### config.mk
export PLATFORM = sky130hd
export DESIGN_NAME = sha256_stream_hasher_flat
export DESIGN_NICKNAME = d
export VERILOG_FILES = /design/src/rtl/sha256_pkg.sv /design/src/rtl/sha256_if.sv /design/src/rtl/sha256_dp.sv /design/src/rtl/sha256_ctrl.sv /design/src/rtl/sha256_stream_hasher.sv /design/src/flat_wrapper.sv
export VERILOG_INCLUDE_DIRS = /design/src /design/src/rtl
export SDC_FILE = /design/constraint.sdc
export NUM_CORES = 2
export LEC_CHECK = 0
export BUFFER_PORTS_ARGS = -buffer_cell sky130_fd_sc_hd__buf_2
export CAP_MARGIN = 10
export CORE_MARGIN = 5
export CORE_UTILIZATION = 59
export CTS_BUF_LIST = sky130_fd_sc_hd__clkbuf_4 sky130_fd_sc_hd__clkbuf_8 sky130_fd_sc_hd__clkbuf_16
export DETAILED_ROUTE_END_ITERATION = 10
export PLACE_DENSITY = 0.75
export SETUP_SLACK_MARGIN = 0.1
export SYNTH_ARGS = -nofsm -noshare
export SYNTH_HDL_FRONTEND = slang
export SYNTH_SLANG_ARGS = --single-unit
### constraint.sdc
create_clock -name i_clk -period 19.3 [get_ports i_clk]
set_clock_uncertainty 0.2 [all_clocks]
set_input_delay 2.895 -clock i_clk [delete_from_list [all_inputs] [get_ports i_clk]]
set_output_delay 2.895 -clock i_clk [all_outputs]
set_load 0.005 [all_outputs]
### src/rtl/assert_macros.svh
// Assertion macros, included by sha256_stream_hasher.
// Define NO_ASSERTIONS to compile every check away.
`ifndef ASSERT_MACROS_SVH
`define ASSERT_MACROS_SVH
`ifndef NO_ASSERTIONS
`define CHK_IMPL(label, clk, rst_n, ante, cons, msg) \
    label: assert property (@(posedge clk) disable iff (!rst_n) (ante) |-> (cons)) \
        else $error(msg);
`define CHK_NEXT(label, clk, rst_n, ante, cons, msg) \
    label: assert property (@(posedge clk) disable iff (!rst_n) (ante) |=> (cons)) \
        else $error(msg);
`else
`define CHK_IMPL(label, clk, rst_n, ante, cons, msg)
`define CHK_NEXT(label, clk, rst_n, ante, cons, msg)
`endif
`endif

### src/rtl/sha256_pkg.sv
// Package for the SHA-256 stream hasher: constants, command/status types,
// round constant table and round functions. No dependencies.
package sha256_pkg;

    typedef logic [31:0] t_word;

    localparam t_word IV [8] = '{
        32'h6a09e667, 32'hbb67ae85, 32'h3c6ef372, 32'ha54ff53a,
        32'h510e527f, 32'h9b05688c, 32'h1f83d9ab, 32'h5be0cd19
    };

    localparam logic [7:0] PAD_BYTE = 8'h80;
    localparam logic [5:0] LEN_POS  = 6'd56;

    // Byte source selected by the controller when writing the block buffer
    localparam logic [1:0] SRC_DATA = 2'd0;
    localparam logic [1:0] SRC_PAD  = 2'd1;
    localparam logic [1:0] SRC_ZERO = 2'd2;
    localparam logic [1:0] SRC_LEN  = 2'd3;

    typedef struct packed {
        logic       wr_en;      // write one byte to the block buffer
        logic [1:0] wr_src;
        logic       add_bits;   // add 8 to the bit count
        logic       start;      // begin a compression of the buffer
        logic       init;       // restart chaining state and counters
        logic       load_out;   // capture digest word for output
        logic [2:0] out_idx;
    } t_cmd;

    typedef struct packed {
        logic       busy;       // compression in progress
        logic [5:0] fill;       // next write position
    } t_sts;

    function automatic t_word round_k(input logic [5:0] i);
        t_word k;
        unique case (i)
            6'd0:  k = 32'h428a2f98; 6'd1:  k = 32'h71374491;
            6'd2:  k = 32'hb5c0fbcf; 6'd3:  k = 32'he9b5dba5;
            6'd4:  k = 32'h3956c25b; 6'd5:  k = 32'h59f111f1;
            6'd6:  k = 32'h923f82a4; 6'd7:  k = 32'hab1c5ed5;
            6'd8:  k = 32'hd807aa98; 6'd9:  k = 32'h12835b01;
            6'd10: k = 32'h243185be; 6'd11: k = 32'h550c7dc3;
            6'd12: k = 32'h72be5d74; 6'd13: k = 32'h80deb1fe;
            6'd14: k = 32'h9bdc06a7; 6'd15: k = 32'hc19bf174;
            6'd16: k = 32'he49b69c1; 6'd17: k = 32'hefbe4786;
            6'd18: k = 32'h0fc19dc6; 6'd19: k = 32'h240ca1cc;
            6'd20: k = 32'h2de92c6f; 6'd21: k = 32'h4a7484aa;
            6'd22: k = 32'h5cb0a9dc; 6'd23: k = 32'h76f988da;
            6'd24: k = 32'h983e5152; 6'd25: k = 32'ha831c66d;
            6'd26: k = 32'hb00327c8; 6'd27: k = 32'hbf597fc7;
            6'd28: k = 32'hc6e00bf3; 6'd29: k = 32'hd5a79147;
            6'd30: k = 32'h06ca6351; 6'd31: k = 32'h14292967;
            6'd32: k = 32'h27b70a85; 6'd33: k = 32'h2e1b2138;
            6'd34: k = 32'h4d2c6dfc; 6'd35: k = 32'h53380d13;
            6'd36: k = 32'h650a7354; 6'd37: k = 32'h766a0abb;
            6'd38: k = 32'h81c2c92e; 6'd39: k = 32'h92722c85;
            6'd40: k = 32'ha2bfe8a1; 6'd41: k = 32'ha81a664b;
            6'd42: k = 32'hc24b8b70; 6'd43: k = 32'hc76c51a3;
            6'd44: k = 32'hd192e819; 6'd45: k = 32'hd6990624;
            6'd46: k = 32'hf40e3585; 6'd47: k = 32'h106aa070;
            6'd48: k = 32'h19a4c116; 6'd49: k = 32'h1e376c08;
            6'd50: k = 32'h2748774c; 6'd51: k = 32'h34b0bcb5;
            6'd52: k = 32'h391c0cb3; 6'd53: k = 32'h4ed8aa4a;
            6'd54: k = 32'h5b9cca4f; 6'd55: k = 32'h682e6ff3;
            6'd56: k = 32'h748f82ee; 6'd57: k = 32'h78a5636f;
            6'd58: k = 32'h84c87814; 6'd59: k = 32'h8cc70208;
            6'd60: k = 32'h90befffa; 6'd61: k = 32'ha4506ceb;
            6'd62: k = 32'hbef9a3f7; 6'd63: k = 32'hc67178f2;
            default: k = '0;
        endcase
        return k;
    endfunction

    function automatic t_word rotr(input t_word x, input int n);
        return (x >> n) | (x << (32 - n));
    endfunction

    function automatic t_word sig0(input t_word x);
        return rotr(x, 7) ^ rotr(x, 18) ^ (x >> 3);
    endfunction

    function automatic t_word sig1(input t_word x);
        return rotr(x, 17) ^ rotr(x, 19) ^ (x >> 10);
    endfunction

    function automatic t_word bsig0(input t_word x);
        return rotr(x, 2) ^ rotr(x, 13) ^ rotr(x, 22);
    endfunction

    function automatic t_word bsig1(input t_word x);
        return rotr(x, 6) ^ rotr(x, 11) ^ rotr(x, 25);
    endfunction

endpackage

### src/rtl/sha256_if.sv
// Valid/ready stream interfaces for the hasher's input and digest channels.
// Uses no package.
interface sha256_in_if;
    logic       valid;
    logic       ready;
    logic [7:0] data_byte;
    logic       byte_present;
    logic       last_of_message;
    modport source (output valid, data_byte, byte_present, last_of_message, input ready);
    modport sink   (input valid, data_byte, byte_present, last_of_message, output ready);
endinterface

interface sha256_out_if;
    logic        valid;
    logic        ready;
    logic [31:0] digest_word;
    logic [2:0]  word_index;
    logic        last_word;
    modport source (output valid, digest_word, word_index, last_word, input ready);
    modport sink   (input valid, digest_word, word_index, last_word, output ready);
endinterface

### src/rtl/sha256_dp.sv
// Datapath: block buffer, message schedule window, round registers,
// chaining state and bit count. Driven by sha256_ctrl through sha256_pkg types.
module sha256_dp (
    input  logic                i_clk,
    input  logic                i_rst_n,
    input  sha256_pkg::t_cmd    i_cmd,
    input  logic [7:0]          i_byte,
    output sha256_pkg::t_sts    o_sts,
    output logic [31:0]         o_word
);
    logic [7:0]  r_buf [64];
    logic [5:0]  r_fill;
    logic [63:0] r_bits;
    sha256_pkg::t_word r_h [8];
    sha256_pkg::t_word r_v [8];
    sha256_pkg::t_word r_w [16];
    logic        r_busy;
    logic        r_loading;
    logic        r_fold;
    logic [5:0]  r_rnd;
    logic [5:0]  r_ld;
    logic [31:0] r_word;

    logic [7:0]  wr_byte;
    sha256_pkg::t_word w_cur, w_new, t1, t2;
    logic [2:0]  len_sel;

    assign len_sel = r_fill[2:0];

    always_comb begin
        unique case (i_cmd.wr_src)
            sha256_pkg::SRC_DATA: wr_byte = i_byte;
            sha256_pkg::SRC_PAD:  wr_byte = sha256_pkg::PAD_BYTE;
            sha256_pkg::SRC_ZERO: wr_byte = 8'h00;
            sha256_pkg::SRC_LEN:  wr_byte = r_bits[8 * (7 - len_sel) +: 8];
            default:              wr_byte = 8'h00;
        endcase
    end

    // Schedule window: slot 0 is w[t]; next word from the sliding window
    assign w_new = sha256_pkg::sig1(r_w[14]) + r_w[9] + sha256_pkg::sig0(r_w[1]) + r_w[0];
    assign w_cur = r_w[0];
    assign t1 = r_v[7] + sha256_pkg::bsig1(r_v[4]) + ((r_v[4] & r_v[5]) ^ (~r_v[4] & r_v[6]))
              + sha256_pkg::round_k(r_rnd) + w_cur;
    assign t2 = sha256_pkg::bsig0(r_v[0])
              + ((r_v[0] & r_v[1]) ^ (r_v[0] & r_v[2]) ^ (r_v[1] & r_v[2]));

    // Buffer is a memory: one write from the controller, one read while loading
    always_ff @(posedge i_clk) begin
        if (i_cmd.wr_en) begin
            r_buf[r_fill] <= wr_byte;
        end
    end

    always_ff @(posedge i_clk) begin
        if (!i_rst_n) begin
            r_fill    <= '0;
            r_bits    <= '0;
            r_busy    <= 1'b0;
            r_loading <= 1'b0;
            r_fold    <= 1'b0;
            r_rnd     <= '0;
            r_ld      <= '0;
            for (int i = 0; i < 8; i++) r_h[i] <= sha256_pkg::IV[i];
        end else begin
            if (i_cmd.wr_en) r_fill <= r_fill + 6'd1;
            if (i_cmd.add_bits) r_bits <= r_bits + 64'd8;
            if (i_cmd.init) begin
                r_fill <= '0;
                r_bits <= '0;
                for (int i = 0; i < 8; i++) r_h[i] <= sha256_pkg::IV[i];
            end
            if (i_cmd.start) begin
                r_busy    <= 1'b1;
                r_loading <= 1'b1;
                r_fold    <= 1'b0;
                r_ld      <= '0;
                r_rnd     <= '0;
                for (int i = 0; i < 8; i++) r_v[i] <= r_h[i];
            end else if (r_loading) begin
                // shift bytes into the window, big-endian
                for (int i = 0; i < 15; i++) r_w[i] <= {r_w[i][23:0], r_w[i + 1][31:24]};
                r_w[15] <= {r_w[15][23:0], r_buf[r_ld]};
                r_ld <= r_ld + 6'd1;
                if (r_ld == 6'd63) r_loading <= 1'b0;
            end else if (r_fold) begin
                // working variables now hold the last round: fold them in
                r_fold <= 1'b0;
                r_busy <= 1'b0;
                for (int i = 0; i < 8; i++) r_h[i] <= r_h[i] + r_v[i];
            end else if (r_busy) begin
                for (int i = 0; i < 15; i++) r_w[i] <= r_w[i + 1];
                r_w[15] <= w_new;
                r_v[7] <= r_v[6];
                r_v[6] <= r_v[5];
                r_v[5] <= r_v[4];
                r_v[4] <= r_v[3] + t1;
                r_v[3] <= r_v[2];
                r_v[2] <= r_v[1];
                r_v[1] <= r_v[0];
                r_v[0] <= t1 + t2;
                r_rnd  <= r_rnd + 6'd1;
                if (r_rnd == 6'd63) r_fold <= 1'b1;
            end
        end
    end

    // Digest word register; the controller loads it only once busy has dropped
    always_ff @(posedge i_clk) begin
        if (i_cmd.load_out) r_word <= r_h[i_cmd.out_idx];
    end

    assign o_word     = r_word;
    assign o_sts.busy = r_busy;
    assign o_sts.fill = r_fill;
endmodule

### src/rtl/sha256_ctrl.sv
// Controller: accepts beats, sequences padding, compression and digest output.
// Depends on sha256_pkg and sha256_if.
module sha256_ctrl (
    input  logic               i_clk,
    input  logic               i_rst_n,
    sha256_in_if.sink          in_ch,
    input  logic               i_out_ready,
    output logic               o_out_valid,
    output logic [2:0]         o_out_idx,
    input  sha256_pkg::t_sts   i_sts,
    output sha256_pkg::t_cmd   o_cmd
);
    localparam logic [2:0] ST_IDLE  = 3'd0;
    localparam logic [2:0] ST_WAIT  = 3'd1;  // compression of a data block
    localparam logic [2:0] ST_PAD   = 3'd2;  // write 0x80
    localparam logic [2:0] ST_FILL  = 3'd3;  // zeros / length, then compress
    localparam logic [2:0] ST_FWAIT = 3'd4;
    localparam logic [2:0] ST_OUT   = 3'd5;
    localparam logic [2:0] ST_OHOLD = 3'd6;

    logic [2:0] r_state, n_state;
    logic       r_last, n_last;   // end pending after current compression
    logic       r_final, n_final; // padding: block carries the length; ST_WAIT: start issued
    logic [2:0] r_idx, n_idx;
    logic       r_ovalid, n_ovalid;
    logic       acc;

    assign in_ch.ready = (r_state == ST_IDLE);
    assign acc         = in_ch.valid && in_ch.ready;
    assign o_out_valid = r_ovalid;
    assign o_out_idx   = r_idx;

    always_comb begin
        n_state  = r_state;
        n_last   = r_last;
        n_final  = r_final;
        n_idx    = r_idx;
        n_ovalid = r_ovalid;
        o_cmd    = '0;
        unique case (r_state)
            ST_IDLE: begin
                if (acc) begin
                    if (in_ch.byte_present) begin
                        o_cmd.wr_en    = 1'b1;
                        o_cmd.wr_src   = sha256_pkg::SRC_DATA;
                        o_cmd.add_bits = 1'b1;
                    end
                    n_last = in_ch.last_of_message;
                    if (in_ch.byte_present && i_sts.fill == 6'd63) begin
                        n_state = ST_WAIT;
                    end else if (in_ch.last_of_message) begin
                        n_state = ST_PAD;
                    end
                end
            end
            ST_WAIT: begin
                // the fill has already wrapped when this state is entered; start here once
                if (!i_sts.busy && !r_final) begin
                    o_cmd.start = 1'b1;
                    n_final     = 1'b1;
                end else if (!i_sts.busy && r_final) begin
                    n_final = 1'b0;
                    n_state = r_last ? ST_PAD : ST_IDLE;
                end
            end
            ST_PAD: begin
                o_cmd.wr_en  = 1'b1;
                o_cmd.wr_src = sha256_pkg::SRC_PAD;
                if (i_sts.fill == 6'd63) begin
                    // pad closes the block: compress it, length goes in the next
                    o_cmd.start = 1'b1;
                    n_final     = 1'b0;
                    n_state     = ST_FWAIT;
                end else begin
                    n_final = (i_sts.fill < sha256_pkg::LEN_POS);
                    n_state = ST_FILL;
                end
            end
            ST_FILL: begin
                o_cmd.wr_en  = 1'b1;
                o_cmd.wr_src = (r_final && i_sts.fill >= sha256_pkg::LEN_POS) ?
                               sha256_pkg::SRC_LEN : sha256_pkg::SRC_ZERO;
                if (i_sts.fill == 6'd63) begin
                    o_cmd.start = 1'b1;
                    n_state     = ST_FWAIT;
                end
            end
            ST_FWAIT: begin
                if (!i_sts.busy) begin
                    if (r_final) begin
                        n_final = 1'b0;
                        n_state = ST_OUT;
                    end else begin
                        // spilled padding: one more block of zeros and length
                        n_final = 1'b1;
                        n_state = ST_FILL;
                    end
                end
            end
            ST_OUT: begin
                o_cmd.load_out = 1'b1;
                o_cmd.out_idx  = r_idx;
                n_ovalid       = 1'b1;
                n_state        = ST_OHOLD;
            end
            ST_OHOLD: begin
                if (i_out_ready) begin
                    n_ovalid = 1'b0;
                    n_idx    = r_idx + 3'd1;
                    if (r_idx == 3'd7) begin
                        o_cmd.init = 1'b1;
                        n_last     = 1'b0;
                        n_state    = ST_IDLE;
                    end else begin
                        n_state = ST_OUT;
                    end
                end
            end
            default: n_state = ST_IDLE;
        endcase
    end

    always_ff @(posedge i_clk) begin
        if (!i_rst_n) begin
            r_state  <= ST_IDLE;
            r_last   <= 1'b0;
            r_final  <= 1'b0;
            r_idx    <= '0;
            r_ovalid <= 1'b0;
        end else begin
            r_state  <= n_state;
            r_last   <= n_last;
            r_final  <= n_final;
            r_idx    <= n_idx;
            r_ovalid <= n_ovalid;
        end
    end
endmodule

### src/rtl/sha256_stream_hasher.sv
// SHA-256 stream hasher. At most one byte per accepted beat; a beat that
// fills a 64-byte block holds input off while the block is started, loaded
// into the schedule window, put through 64 rounds of the single round unit
// and folded into chaining state; the controller then idles, or pads if last.
// A last beat adds padding writes, one or two block compressions, then
// eight digest beats, each one waiting until the sink has taken the last.
// Depends on sha256_pkg, sha256_if, sha256_ctrl, sha256_dp, assert_macros.svh.
module sha256_stream_hasher (
    input  logic        i_clk,
    input  logic        i_rst_n,
    sha256_in_if.sink   in_ch,
    sha256_out_if.source out_ch
);
`include "assert_macros.svh"
    sha256_pkg::t_cmd cmd;
    sha256_pkg::t_sts sts;
    logic [31:0]      word;
    logic [2:0]       idx;

    sha256_ctrl u_ctrl (
        .i_clk       (i_clk),
        .i_rst_n     (i_rst_n),
        .in_ch       (in_ch),
        .i_out_ready (out_ch.ready),
        .o_out_valid (out_ch.valid),
        .o_out_idx   (idx),
        .i_sts       (sts),
        .o_cmd       (cmd)
    );

    sha256_dp u_dp (
        .i_clk   (i_clk),
        .i_rst_n (i_rst_n),
        .i_cmd   (cmd),
        .i_byte  (in_ch.data_byte),
        .o_sts   (sts),
        .o_word  (word)
    );

    assign out_ch.digest_word = word;
    assign out_ch.word_index  = idx;
    assign out_ch.last_word   = (idx == 3'd7);

    `CHK_IMPL(a_no_in_busy, i_clk, i_rst_n, sts.busy, !in_ch.ready, "input taken while busy")
    `CHK_IMPL(a_no_out_busy, i_clk, i_rst_n, out_ch.valid, !sts.busy, "digest while busy")
    `CHK_NEXT(a_wrap, i_clk, i_rst_n, out_ch.valid && out_ch.ready && out_ch.last_word,
              sts.fill == 6'd0, "state not restarted")
endmodule
### src/flat_wrapper.sv
// flat-port wrapper written by rule: the top's interface ports become plain ports
module sha256_stream_hasher_flat 
  (i_clk, i_rst_n, in_ch_valid, in_ch_data_byte, in_ch_byte_present, in_ch_last_of_message, in_ch_ready, out_ch_valid, out_ch_digest_word, out_ch_word_index, out_ch_last_word, out_ch_ready);
  sha256_in_if in_ch_i ();
  sha256_out_if out_ch_i ();
  input  logic i_clk;
  input  logic i_rst_n;
  input wire logic [$bits(in_ch_i.valid)-1:0] in_ch_valid;
  input wire logic [$bits(in_ch_i.data_byte)-1:0] in_ch_data_byte;
  input wire logic [$bits(in_ch_i.byte_present)-1:0] in_ch_byte_present;
  input wire logic [$bits(in_ch_i.last_of_message)-1:0] in_ch_last_of_message;
  output wire logic [$bits(in_ch_i.ready)-1:0] in_ch_ready;
  output wire logic [$bits(out_ch_i.valid)-1:0] out_ch_valid;
  output wire logic [$bits(out_ch_i.digest_word)-1:0] out_ch_digest_word;
  output wire logic [$bits(out_ch_i.word_index)-1:0] out_ch_word_index;
  output wire logic [$bits(out_ch_i.last_word)-1:0] out_ch_last_word;
  input wire logic [$bits(out_ch_i.ready)-1:0] out_ch_ready;
  assign in_ch_i.valid = in_ch_valid;
  assign in_ch_i.data_byte = in_ch_data_byte;
  assign in_ch_i.byte_present = in_ch_byte_present;
  assign in_ch_i.last_of_message = in_ch_last_of_message;
  assign in_ch_ready = in_ch_i.ready;
  assign out_ch_valid = out_ch_i.valid;
  assign out_ch_digest_word = out_ch_i.digest_word;
  assign out_ch_word_index = out_ch_i.word_index;
  assign out_ch_last_word = out_ch_i.last_word;
  assign out_ch_i.ready = out_ch_ready;
  sha256_stream_hasher u_core (.i_clk(i_clk), .i_rst_n(i_rst_n), .in_ch(in_ch_i), .out_ch(out_ch_i));
endmodule
==> summary.md <==
| Metric | Value |
|---|---|
| Total wire length | `296200 um` |
| R2R setup slack | `10.39 ns` |
| Critical Path RT | `between 15 and 20 ns` |
| Clock share of power | `27.6%` |
| Final Hold Vio Count | `0` |
| WS Path Type | `flip-flop to flip-flop` |
| Top-level I/O count | `52` |
| Final worst-path cycle share | `46.19%` |
| PwrDens | `about 120 nW/um^2` |
| P_sw | `approximately 4.8 mW` |
| Worst Max-Slew Pin Slew | `1.299 ns` |
| Hold Path Class | `flip-flop to flip-flop` |
| Mapped Nets | `9751` |
| Slew Viols, Final | `0` |
| GP Congestion | `1.001` |
| Post-synth top flop | `edfxtp_1` |
| Post-synth ARST share | `0%` |
| Leakage power | `~40 nW` |
| Post-CTS Resized | `0` |
| Vias in the first global route | `68330` |
| Num CTS Buffers | `179` |
| Global router's overall resource usage | `33.55%` |
| Yosys warns | `0` |
| Seq pwr share | `33.4%` |
| Post-DP HPWL | `a little over 200000 um` |
| H-tree levels | `4` |
| Postcts setup bufs | `0` |
| Post-Syn Instances | `approximately 9000` |
| Final core occ | `between 60 and 70%` |
| Fmax | `0.1122 GHz` |
| Cts hold-fix bufs | `0` |
| CP max stage delay | `about 0.60 ns` |
| Detailed Route Iter0 Violations | `9685` |
| Register bit total from synthesis | `1697` |
| Clock slew at reported path FFs | `0.07 ns` |
| Yosys cell types | `between 100 and 150` |
| Status | `complete, no violations` |
| P&R area growth vs syn | `8.446%` |
| First-pass GRT wire length | `439300 um` |
| Final TNS setup | `0 ns` |
| Area of the die | `172700 um^2` |
| Starting Density | `just under 60%` |
| Largest area contributor in the netlist | `edfxtp_1` |
| Longest Clk Path Bufs | `3` |
| Top cells by area, synth | `edfxtp_1 (48%), nand2_1 (9.8%), ha_1 (5.1%), mux4_2 (4.7%), fa_1 (4.0%)` |
| Pint | `8.366 mW` |
| CTS Sinks | `1697` |
| Die extent in x | `415.6 um` |
| Mean Syn Cell Area | `~11 um^2` |
| Comb pwr share | `39.0%` |
| Max VDD drop | `0.0001309 V` |
| Unrepaired setup endpoints after global routing | `no` |
| Std-Cell Rows | `148` |
| Max-cap violations | `0` |
| Clock latency at the later pin of the worst-skew pair | `0.87 ns` |
| Share of layout cells above drive strength 1 | `under 10%` |
| Final Setup Violations | `0` |
| Commonest non-fill, non-tap cell in the layout | `nand2_1` |
| Number of synthesized flops with an enable pin | `roughly 1500` |
| TritonRoute pass-1 iters | `6` |
| CP max FO | `6` |
| Routed vias | `between 70000 and 80000` |
| Worst setup EP type | `flip-flop` |
| Critical Path Source Type | `flip-flop` |
| CTS root buf | `clkbuf_16` |
| Core area | `163100 um^2` |
| Port Buffer Count | `51` |
| DRC | `0` |
| Initial antenna violation count | `5` |
| Critical Path AT | `9.29 ns` |
| Grt total ovfl | `0` |
| Commonest cells after routing, fill and taps aside | `nand2_1 (2523), edfxtp_1 (1536), nor2_1 (484)` |
| Nets | `about 9600` |
| Sw Share | `36.30%` |
| Seq/Total Area, Yosys | `50.84%` |
| Largest net degree at the start of global routing | `226` |
| Via density | `6.350` |
| Slew margin rel. | `between 10% and 20%` |
| Layout filler cell count | `between 10000 and 15000` |
| Min Tclk post-route | `8.914 ns` |
| Avg WL per Cell | `around 26 um` |
| DIE HEIGHT | `~420 um` |
| Post-route ant nets | `0` |
| Mapped Area | `97070 um^2` |
| CTS tree | `yes` |
| CP max-delay cell | `edfxtp_1` |
| Yosys top cell area share | `47.52%` |
==> cells in the mapped netlist, drive strengths merged, types with 10 or more instances <==
library cell,n
xor2,260
a211oi,42
o21bai,37
o21ai,477
and4,13
a31oi,58
nor2b,48
nor2,488
o2111ai,10
clkbuf,404
o311ai,14
nand2,2532
a221oi,16
mux2,46
a21oi,377
inv,320
edfxtp,1536
nor3,69
mux4,204
nand3,116
or2,18
o21a,52
a21o,171
buf,93
nor4,12
fa,195
a311oi,11
a2111oi,13
a211o,17
and2,21
mux2i,48
o31ai,27
ha,395
a21boi,11
dfxtp,161
o22ai,37
o22a,32
a221o,12
nand4,33
or3,33
and3,47
o211ai,44
nand2b,71
xnor2,389
==> worst paths after layout <==
path	startpoint	endpoint	cells past startpoint
max	u_core.u_dp.r_v[0][155]	u_core.u_dp.r_v[0][159]	30
min reg2reg	u_core.u_ctrl.r_last	u_core.u_ctrl.r_last	2
max reg2reg	u_core.u_dp.r_v[0][155]	u_core.u_dp.r_v[0][159]	30
min	u_core.u_ctrl.r_last	u_core.u_ctrl.r_last	2
==> critical path: cells and delay by family (launching register included) <==
family	cells	cell delay, ns
AOI/OAI and AO/OA	18	4.41
xor gates and xnor gates	5	1.17
adders and majority gates	5	2.11
buffers and inverters	2	0.12
DFF	1	0.60
==> through the flow <==
step	total power, mW	cell area, um^2	setup WS, ns	hold WS, ns	std cells
2_1_floorplan	8.245	97070	3.047	0.2545	9147
3_3_place_gp	9.382	99020	10.51	0.2657	10960
3_5_place_dp	9.427	99020	10.58	0.2720	10960
4_1_cts	13.07	105200	10.52	0.2860	11300
5_1_grt	13.79	105300	9.936	0.3270	11300
6_report	13.13	105300	10.39	0.2860	11300
==> logic make-up (layout without fill, tap and decap cells) <==
family                   count (synthesis)  in the layout  synth area share (%)
AND/OR/NAND/NOR                       3538           3538                 14.97
flip-flops                            1697           1697                 50.84
AO/OA/AOI/OAI                         1550           1550                 10.16
buffers and inverters                  821            796                 3.240
XOR/XNOR                               649            649                 5.871
adder cells (fa/ha/maj)                594            594                 9.154
multiplexers                           298            298                 5.762
other                                    0              3                     0
==> layout make-up <==
cell class | count | area (um^2) | share of cell area (%)
clock inverters | 108 | 1185 | 1.126
flip-flops and latches | 1697 | 49360 | 46.89
repair buffers | 138 | 983.4 | 0.9342
inverters | 324 | 1216 | 1.155
well taps | 2175 | 2721 | 2.585
diodes | 3 | 7.507 | 0.007132
clock buffers | 226 | 5016 | 4.765
multi-input cells | 6629 | 44780 | 42.54
==> power by group through the flow <==
| stage | sequential [mW] | clock (mW) | combinational [mW] |
|---|---|---|---|
| 2_1_floorplan | 4.43 | 0 | 3.81 |
| 3_3_place_gp | 4.45 | 0 | 4.93 |
| 3_5_place_dp | 4.45 | 0 | 4.97 |
| 4_1_cts | 4.38 | 3.66 | 5.03 |
| 5_1_grt | 4.39 | 3.81 | 5.59 |
| 6_report | 4.38 | 3.63 | 5.12 |
==> layer usage <==
metal	vias up	wire length, um	part of all wire (%)	track usage, %
li1	31860	-	-	-
met5	-	45	0.015	0
met2	4104	131100	44	50.35
met3	715	31030	10	7.182
met4	6	14760	5.0	14.22
met1	35070	119300	40	47.81
==> state kept, by name (all words and copies together), names as in the netlist, 3 cells and up, named ones only <==
signal	count
u_core.u_dp.r_buf	512
u_core.u_dp.r_w	512
u_core.u_dp.r_h	256
u_core.u_dp.r_v	256
u_core.u_dp.r_bits	61
u_core.u_dp.o_word	32
u_core.u_dp.r_fill	6
u_core.u_dp.r_ld	6
u_core.u_dp.r_rnd	6
u_core.u_ctrl.o_out_idx	3
u_core.u_ctrl.r_state	3
Note: power is estimated with default switching activity, not from simulation.
